File: src/mmb_pkg.sv
// Package for the Morse message beacon: sizes, reset values and the
// character-to-unit-pattern lookup. No dependencies.
package mmb_pkg;

   localparam int MSG_DEPTH = 32;
   localparam int IDX_W     = $clog2(MSG_DEPTH);
   localparam int NEXT_W    = IDX_W + 1;
   localparam int CHAR_W    = 8;
   localparam int SLOT_W    = 5;
   localparam int DIV_W     = 8;
   localparam int PAT_W     = 22;
   localparam int POS_W     = 5;

   // Item kinds carried in the action field.
   localparam logic ACT_TICK = 1'b0;
   localparam logic ACT_LOAD = 1'b1;

   localparam logic [DIV_W-1:0]  UNIT_DIVIDE_RESET = 8'd20;
   localparam logic [POS_W-1:0]  END_UNITS         = 5'd7;
   localparam logic [POS_W-1:0]  SPACE_UNITS       = 5'd4;
   localparam logic [CHAR_W-1:0] CHAR_NUL          = 8'h00;
   localparam logic [CHAR_W-1:0] CHAR_SPACE        = 8'h20;
   localparam logic [CHAR_W-1:0] CHAR_ZERO         = 8'h30;
   localparam logic [CHAR_W-1:0] CHAR_NINE         = 8'h39;
   localparam logic [CHAR_W-1:0] CHAR_UPPER_A      = 8'h41;
   localparam logic [CHAR_W-1:0] CHAR_UPPER_Z      = 8'h5a;
   localparam logic [CHAR_W-1:0] CHAR_LOWER_A      = 8'h61;
   localparam logic [CHAR_W-1:0] CHAR_LOWER_Z      = 8'h7a;
   localparam logic [CHAR_W-1:0] CASE_OFFSET       = 8'h20;

   localparam logic [NEXT_W-1:0] DEPTH_LIMIT = NEXT_W'(MSG_DEPTH);

   // Patterns are sent LSB first and include the trailing letter gap.
   localparam logic [PAT_W-1:0] ALPHA_BITS [26] = '{
      22'h1D, 22'h157, 22'h5D7, 22'h57, 22'h1, 22'h175, 22'h177, 22'h55, 22'h5,
      22'h1DDD, 22'h1D7, 22'h15D, 22'h77, 22'h17, 22'h777, 22'h5DD, 22'h1D77,
      22'h5D, 22'h15, 22'h7, 22'h75, 22'h1D5, 22'h1DD, 22'h757, 22'h1DD7, 22'h577
   };
   localparam logic [POS_W-1:0] ALPHA_LEN [26] = '{
      5'd8, 5'd12, 5'd14, 5'd10, 5'd4, 5'd12, 5'd12, 5'd10, 5'd6, 5'd16, 5'd12,
      5'd12, 5'd10, 5'd8, 5'd14, 5'd14, 5'd16, 5'd10, 5'd8, 5'd6, 5'd10, 5'd12,
      5'd12, 5'd14, 5'd16, 5'd14
   };
   localparam logic [PAT_W-1:0] DIGIT_BITS [10] = '{
      22'h77777, 22'h1DDDD, 22'h7775, 22'h1DD5, 22'h755, 22'h155, 22'h557,
      22'h1577, 22'h5777, 22'h17777
   };
   localparam logic [POS_W-1:0] DIGIT_LEN [10] = '{
      5'd22, 5'd20, 5'd18, 5'd16, 5'd14, 5'd12, 5'd14, 5'd16, 5'd18, 5'd20
   };

   typedef struct packed {
      logic [PAT_W-1:0] bits;
      logic [POS_W-1:0] len;
   } pattern_type;

   function automatic pattern_type pattern_of(input logic [CHAR_W-1:0] c);
      logic [CHAR_W-1:0] u;
      pattern_type       p;
      u = c;
      if (c >= CHAR_LOWER_A && c <= CHAR_LOWER_Z) begin
         u = c - CASE_OFFSET;
      end
      if (u >= CHAR_UPPER_A && u <= CHAR_UPPER_Z) begin
         p.bits = ALPHA_BITS[5'(u - CHAR_UPPER_A)];
         p.len  = ALPHA_LEN[5'(u - CHAR_UPPER_A)];
      end else if (u >= CHAR_ZERO && u <= CHAR_NINE) begin
         p.bits = DIGIT_BITS[4'(u - CHAR_ZERO)];
         p.len  = DIGIT_LEN[4'(u - CHAR_ZERO)];
      end else if (u == CHAR_NUL) begin
         // The end marker: one on unit and six off units.
         p.bits = PAT_W'(1);
         p.len  = END_UNITS;
      end else begin
         p.bits = '0;
         p.len  = SPACE_UNITS;
      end
      return p;
   endfunction

endpackage

File: src/mmb_req_if.sv
// Input channel of the Morse message beacon: valid/ready with one item.
// Depends on mmb_pkg for the field widths.
interface mmb_req_if;
   logic                         valid;
   logic                         ready;
   logic                         action;
   logic [mmb_pkg::SLOT_W-1:0]   char_index;
   logic [mmb_pkg::CHAR_W-1:0]   char_code;

   modport source (output valid, output action, output char_index, output char_code,
                   input ready);
   modport sink   (input valid, input action, input char_index, input char_code,
                   output ready);
endinterface

File: src/mmb_rsp_if.sv
// Result channel of the Morse message beacon: valid/ready with one Morse unit.
// No dependencies.
interface mmb_rsp_if;
   logic valid;
   logic ready;
   logic led_on;
   logic end_marker;

   modport source (output valid, output led_on, output end_marker, input ready);
   modport sink   (input valid, input led_on, input end_marker, output ready);
endinterface

File: src/morse_message_beacon.sv
// Morse message beacon: sends the stored message as Morse units, repeating.
// A fired unit is registered into the main entry that drives rsp, or into the skid entry.
// Throughput: one item per cycle; a two-entry output buffer keeps req open
// while a result waits, so req stalls only when both entries are full.
// Reset (synchronous) clears the message store, sets unit_divide
// to 20, clears the tick divider and starts with a four-unit silence.
// Uses mmb_pkg, mmb_*_if.
module morse_message_beacon (
   input  logic                        clock,
   input  logic                        reset,
   mmb_req_if.sink                     req_ch,
   mmb_rsp_if.source                   rsp_ch,
   input  logic                        csr_write_enable,
   input  logic [mmb_pkg::DIV_W-1:0]   csr_write_data
);

   logic [mmb_pkg::CHAR_W-1:0] store_ff [mmb_pkg::MSG_DEPTH];
   logic [mmb_pkg::IDX_W-1:0]  index_ff, index_in;
   logic                       marker_ff, marker_in;
   logic [mmb_pkg::CHAR_W-1:0] char_ff, char_in;
   logic [mmb_pkg::POS_W-1:0]  pos_ff, pos_in;
   logic [mmb_pkg::DIV_W-1:0]  div_ff, div_in;
   logic [mmb_pkg::DIV_W-1:0]  unit_divide_ff;

   logic main_valid_ff, main_valid_in, main_led_ff, main_led_in, main_end_ff, main_end_in;
   logic skid_valid_ff, skid_valid_in, skid_led_ff, skid_led_in, skid_end_ff, skid_end_in;

   logic                        accept, load, fire, unit_led, last_unit, end_next;
   mmb_pkg::pattern_type        pattern;
   logic [mmb_pkg::NEXT_W-1:0]  next_index;
   logic [mmb_pkg::CHAR_W-1:0]  next_char;
   logic [mmb_pkg::PAT_W-1:0]   shifted;

   assign req_ch.ready = !skid_valid_ff;
   assign accept       = req_ch.valid && req_ch.ready;
   assign load         = accept && (req_ch.action == mmb_pkg::ACT_LOAD);
   assign fire         = accept && (req_ch.action == mmb_pkg::ACT_TICK)
                         && (div_ff == unit_divide_ff);

   always_comb begin
      pattern    = mmb_pkg::pattern_of(char_ff);
      shifted    = pattern.bits >> pos_ff;
      unit_led   = shifted[0];
      last_unit  = ({1'b0, pos_ff} + 6'd1) >= {1'b0, pattern.len};
      next_index = marker_ff ? '0 : ({1'b0, index_ff} + mmb_pkg::NEXT_W'(1));
      next_char  = store_ff[next_index[mmb_pkg::IDX_W-1:0]];
      end_next   = (next_index >= mmb_pkg::DEPTH_LIMIT) || (next_char == mmb_pkg::CHAR_NUL);
   end

   always_comb begin
      index_in  = index_ff;
      marker_in = marker_ff;
      char_in   = char_ff;
      pos_in    = pos_ff;
      div_in    = div_ff;
      if (accept && (req_ch.action == mmb_pkg::ACT_TICK)) begin
         if (fire) begin
            div_in = '0;
            if (last_unit) begin
               pos_in = '0;
               if (end_next) begin
                  marker_in = 1'b1;
                  index_in  = '0;
                  char_in   = mmb_pkg::CHAR_NUL;
               end else begin
                  marker_in = 1'b0;
                  index_in  = next_index[mmb_pkg::IDX_W-1:0];
                  char_in   = next_char;
               end
            end else begin
               pos_in = pos_ff + 5'd1;
            end
         end else begin
            div_in = div_ff + 8'd1;
         end
      end
   end

   // The main entry drives rsp; the skid entry catches a unit fired while
   // the main entry is stalled.
   always_comb begin
      main_valid_in = main_valid_ff;
      main_led_in   = main_led_ff;
      main_end_in   = main_end_ff;
      skid_valid_in = skid_valid_ff;
      skid_led_in   = skid_led_ff;
      skid_end_in   = skid_end_ff;
      if (!main_valid_ff || rsp_ch.ready) begin
         if (skid_valid_ff) begin
            main_valid_in = 1'b1;
            main_led_in   = skid_led_ff;
            main_end_in   = skid_end_ff;
            skid_valid_in = 1'b0;
         end else begin
            main_valid_in = fire;
            main_led_in   = unit_led;
            main_end_in   = marker_ff;
         end
      end else if (fire) begin
         skid_valid_in = 1'b1;
         skid_led_in   = unit_led;
         skid_end_in   = marker_ff;
      end
   end

   always_ff @(posedge clock) begin
      if (reset) begin
         for (int i = 0; i < mmb_pkg::MSG_DEPTH; i++) begin
            store_ff[i] <= '0;
         end
         index_ff       <= '0;
         marker_ff      <= 1'b0;
         char_ff        <= mmb_pkg::CHAR_SPACE;
         pos_ff         <= '0;
         div_ff         <= '0;
         unit_divide_ff <= mmb_pkg::UNIT_DIVIDE_RESET;
         main_valid_ff  <= 1'b0;
         skid_valid_ff  <= 1'b0;
      end else begin
         if (load && (32'(req_ch.char_index) < 32'(mmb_pkg::MSG_DEPTH))) begin
            store_ff[mmb_pkg::IDX_W'(req_ch.char_index)] <= req_ch.char_code;
         end
         if (csr_write_enable) begin
            unit_divide_ff <= csr_write_data;
         end
         index_ff      <= index_in;
         marker_ff     <= marker_in;
         char_ff       <= char_in;
         pos_ff        <= pos_in;
         div_ff        <= div_in;
         main_valid_ff <= main_valid_in;
         skid_valid_ff <= skid_valid_in;
      end
   end

   always_ff @(posedge clock) begin
      main_led_ff <= main_led_in;
      main_end_ff <= main_end_in;
      skid_led_ff <= skid_led_in;
      skid_end_ff <= skid_end_in;
   end

   assign rsp_ch.valid      = main_valid_ff;
   assign rsp_ch.led_on     = main_led_ff;
   assign rsp_ch.end_marker = main_end_ff;

endmodule

File: src/flat_wrapper.sv
// flat-port wrapper written by rule: the top's interface ports become plain ports
module morse_message_beacon_flat 
  (clock, reset, csr_write_enable, csr_write_data, req_ch_valid, req_ch_action, req_ch_char_index, req_ch_char_code, req_ch_ready, rsp_ch_valid, rsp_ch_led_on, rsp_ch_end_marker, rsp_ch_ready);
  mmb_req_if req_ch_i ();
  mmb_rsp_if rsp_ch_i ();
  input  logic clock;
  input  logic reset;
  input  logic csr_write_enable;
  input  logic [mmb_pkg::DIV_W-1:0] csr_write_data;
  input wire logic [$bits(req_ch_i.valid)-1:0] req_ch_valid;
  input wire logic [$bits(req_ch_i.action)-1:0] req_ch_action;
  input wire logic [$bits(req_ch_i.char_index)-1:0] req_ch_char_index;
  input wire logic [$bits(req_ch_i.char_code)-1:0] req_ch_char_code;
  output wire logic [$bits(req_ch_i.ready)-1:0] req_ch_ready;
  output wire logic [$bits(rsp_ch_i.valid)-1:0] rsp_ch_valid;
  output wire logic [$bits(rsp_ch_i.led_on)-1:0] rsp_ch_led_on;
  output wire logic [$bits(rsp_ch_i.end_marker)-1:0] rsp_ch_end_marker;
  input wire logic [$bits(rsp_ch_i.ready)-1:0] rsp_ch_ready;
  assign req_ch_i.valid = req_ch_valid;
  assign req_ch_i.action = req_ch_action;
  assign req_ch_i.char_index = req_ch_char_index;
  assign req_ch_i.char_code = req_ch_char_code;
  assign req_ch_ready = req_ch_i.ready;
  assign rsp_ch_valid = rsp_ch_i.valid;
  assign rsp_ch_led_on = rsp_ch_i.led_on;
  assign rsp_ch_end_marker = rsp_ch_i.end_marker;
  assign rsp_ch_i.ready = rsp_ch_ready;
  morse_message_beacon u_core (.clock(clock), .reset(reset), .req_ch(req_ch_i), .rsp_ch(rsp_ch_i), .csr_write_enable(csr_write_enable), .csr_write_data(csr_write_data));
endmodule
File: config.mk
export PLATFORM = sky130hd
export DESIGN_NAME = morse_message_beacon_flat
export DESIGN_NICKNAME = d
export VERILOG_FILES = /design/src/mmb_pkg.sv /design/src/mmb_req_if.sv /design/src/mmb_rsp_if.sv /design/src/morse_message_beacon.sv /design/src/flat_wrapper.sv
export SDC_FILE = /design/constraint.sdc
export NUM_CORES = 1
export LEC_CHECK = 0
export BUFFER_PORTS_ARGS = -buffer_cell sky130_fd_sc_hd__buf_2
export CELL_PAD_IN_SITES_DETAIL_PLACEMENT = 1
export CELL_PAD_IN_SITES_GLOBAL_PLACEMENT = 1
export CORE_AREA = 2 2 181 183
export CTS_CLUSTER_DIAMETER = 150
export DETAILED_ROUTE_END_ITERATION = 6
export DIE_AREA = 0 0 183 185
export PLACE_DENSITY = 0.81
export SLEW_MARGIN = 20
export SYNTH_ARGS = -nofsm -noshare
export SYNTH_HDL_FRONTEND = slang
export SYNTH_SLANG_ARGS = --single-unit
File: constraint.sdc
create_clock -name clock -period 12.37 [get_ports clock]
set_input_delay 0.6185 -clock clock [delete_from_list [all_inputs] [get_ports clock]]
set_output_delay 0.6185 -clock clock [all_outputs]
set_load 0.005 [all_outputs]
==> results_dict.tcl <==
set metrics [dict create \
    hold_violations 0 \
    diodes 0 \
    antenna_found_initial 1 \
    final.min_clock_period_ns 5.66 \
    clkPwrFrac_pct 43.0 \
    holdCritStartpoint "csr_write_data[2]" \
    coreArea_sq_mm 0.0320 \
    antenna_left 0 \
    synthDistinctLibCells 91 \
    critPathMaxFanout 26 \
    max_freq_mhz 177 \
    drtPass1Iterations 5 \
    h-tree-depth 2 \
    p_per_area_mw_per_mm2 124 \
    place_congestion 0.879 \
    layout-drive-gt1-share_pct 10.7 \
    rows 66 \
    synth_compound_area_share_pct 14.1 \
    max_slew_margin_pct 32.2 \
    clock_skew_ns 0.0323 \
    setup_tns_ns 0 \
    die_area_sq_mm 0.0339 \
    syn-cell-area_sq_mm 0.0157 \
    synth_fa_ha_area_share_pct 1.51 \
    ys_seq_area_share_pct 54.4 \
    start_util_pct 49.1 \
    ys_warn_count 0 \
    pwr-share-comb_pct 3.8 \
    setup_violations 0 \
    grt_overflow_total 0 \
    status "completed" \
    p_int_mw 1.64 \
    synth_top_family_by_area "simple AND/OR/NAND/NOR gates" \
    synth.area.mux_share_pct 5.41 \
    drv_slew 0 \
    cp.required_ns 12.80 \
    io_buffers 30 \
    cts_tree "built" \
    worst-slew-pin-transition_ns 0.992 \
    grtUsageTotal_pct 28.0 \
    die_h_um 185 \
    p_leak_nw 6.01 \
    grt_max_degree 52 \
    hold_ws_ns 0.334 \
    ios 31 \
    worstPathArrival_ns 6.10 \
    endpoint_kind "flop" \
    rrSetupSlack_ns 6.71 \
    ys_async_sr_fraction_pct 0 \
    synth_edf_count 260 \
    hold_buffers 0 \
    via_count 11678 \
    synth.avg_cell_area_sq_um 11.3 \
    pwr-share-seq_pct 53.2 \
    cp-start-kind "flop" \
    r2r_start "u_core.char_ff[0]" \
    routedWlPerCell_um 26.1 \
    dieWidth_um 183 \
    drt-initial-drc-count 1269 \
    grt_pass1_vias 11784 \
    cts.clk_slew.worst_paths_ns 0.06 \
    cts_setup_buffers 0 \
    wl_mm 46.9 \
    worst_r2r_path_depth 17 \
    swShare_pct 22.1 \
    cts_buffers 34 \
    path_class "flop to flop" \
    grt_pass1_wl_mm 71.3 \
    hold_path.class "input port to flop" \
    synthSimpleGateAreaFrac_pct 19.1 \
    clock-sinks 297 \
    syn-instance-count 1395 \
    whs_path_depth 3 \
    grt_setup_unrepaired "false" \
    clk_path_buf_depth 3 \
    drc 0 \
    syn_nets 1441 \
    clock_latency_ns 0.52 \
    cap_violations 0 \
    ys_ff_latch 297 \
    fin_crit_sh_pct 45.8 \
    final_nets 1416 \
    post_cts_resized 0 \
    power_switching_mw 0.465 \
    final_cell_mix "260 x edfxtp_1, 258 x and2_1, 80 x nor2_1" \
    rr_endpoint "u_core.char_ff[2]" \
    hold_end "u_core.unit_divide_ff[2]" \
    fill_cells 3348 \
    ir_worst_vdd_uv 134 \
    synth_flop_cell "edfxtp_1" \
    dp_hpwl_mm 30.0 \
    final_common_cell "edfxtp_1" \
    routed_via_density 6.50 \
    root_buffer "clkbuf_16" \
    synth_xor_area_share_pct 1.54 \
    area_delta_synth_final_pct 7.82 \
]
[registers in the layout (all words and copies together), names as in the netlist]
name / count
u_core.store_ff: 256
u_core.char_ff: 8
u_core.div_ff: 8
u_core.unit_divide_ff: 8
u_core.index_ff: 5
u_core.pos_ff: 5
u_core.marker_ff: 1
u_core.rsp_ch.end_marker: 1
u_core.rsp_ch.led_on: 1
u_core.rsp_ch.valid: 1
u_core.skid_end_ff: 1
u_core.skid_led_ff: 1
u_core.skid_valid_ff: 1
[logic make-up (layout without fill, tap and decap cells)]
kind of cell,count (synthesis),after routing
AOI/OAI and AO/OA,318,318
xor gates and xnor gates,26,26
adders and majority gates,19,19
buffers and inverters,132,126
DFF,297,297
muxes,70,70
and+or+nand+nor,533,533
[worst max-delay path: stages, from the launching register on]
cell      delay (ns)
dfxtp_1         0.84
inv_1           0.32
ha_1            0.45
ha_1            0.88
nand2_1         0.19
o21ai_0         0.17
o21ai_0         0.12
a21oi_1         0.20
nand3_1         0.09
o211ai_1        0.12
ha_1            0.27
a21o_1          0.16
a21o_1          0.17
a21o_1          0.17
a211o_1         0.34
nor2b_1         0.22
nor2_1          0.62
a22o_1          0.26
[how the worst max path moves through the flow]
| stage | to | slack [ns] | from |
|---|---|---|---|
| floorplan | u_core.char_ff[4] | 7.85 | u_core.char_ff[1] |
| global placement | u_core.char_ff[3] | 6.98 | u_core.char_ff[0] |
| detailed placement | u_core.char_ff[2] | 6.81 | u_core.char_ff[0] |
| CTS | u_core.char_ff[2] | 6.78 | u_core.char_ff[0] |
| global route | u_core.char_ff[0] | 6.19 | u_core.char_ff[0] |
| finish | u_core.char_ff[2] | 6.71 | u_core.char_ff[0] |
[stage by stage]
step | utilization, % | area [sq um] | setup WS (ns) | std cells | total power, mW
after global routing | 52.9 | 16900 | 6.19 | 1797 | 2.16
after floorplan | - | 15700 | 7.85 | 1395 | 1.18
after detailed placement | 49.9 | 16000 | 6.81 | 1742 | 1.22
final | 52.9 | 16900 | 6.71 | 1797 | 2.11
after CTS | 52.9 | 16900 | 6.78 | 1797 | 2.11
after global placement | 49.9 | 16000 | 6.98 | 1742 | 1.22
[synth_stat cells, drive strengths merged, types with 9 or more instances]
library cell | number | area [sq um]
mux2i | 43 | 430
ha | 19 | 238
nand2 | 64 | 253
o22ai | 27 | 169
clkbuf | 62 | 233
inv | 22 | 82.6
o211ai | 17 | 133
nand4 | 10 | 62.6
nand2b | 11 | 68.8
xnor2 | 11 | 104
and2 | 259 | 1620
mux2 | 17 | 195
a21oi | 42 | 210
a22oi | 16 | 120
mux4 | 10 | 225
xor2 | 15 | 139
nor2 | 83 | 322
a221oi | 24 | 216
dfxtp | 37 | 741
a211oi | 12 | 95.1
nor3 | 24 | 131
edfxtp | 260 | 7810
o21ai | 82 | 414
buf | 46 | 302
nor2b | 9 | 56.3
a22o | 9 | 78.8
nand3 | 34 | 180
[power groups by stage]
stage | Combinational [mW] | Sequential, mW | Clock [mW]
floorplan | 0.0452 | 1.14 | 0
global placement | 0.0747 | 1.14 | 0
detailed placement | 0.0775 | 1.14 | 0
CTS | 0.0779 | 1.12 | 0.910
global route | 0.0853 | 1.12 | 0.947
finish | 0.0795 | 1.12 | 0.906
[layout make-up]
type | instances | area, sq um | share of cell area [%]
Sequential cell | 297 | 8550 | 50.5
Multi-Input combinational cell | 966 | 6550 | 38.7
Tap cell | 408 | 510 | 3.01
Clock buffer | 46 | 906 | 5.35
Timing Repair Buffer | 47 | 278 | 1.64
Inverter | 24 | 90.1 | 0.532
Clock inverter | 9 | 58.8 | 0.347
[per-layer routing]
| layer | GRT usage [%] | vias to the layer above | share of wire, % |
|---|---|---|---|
| met1 | 36.3 | 5928 | 41 |
| li1 | - | 5136 | - |
| met2 | 46.9 | 510 | 48 |
| met5 | 0 | - | 0 |
| met3 | 5.23 | 104 | 7.5 |
| met4 | 10.4 | 0 | 3.6 |
No activity file was read; power rests on OpenSTA's default activity.
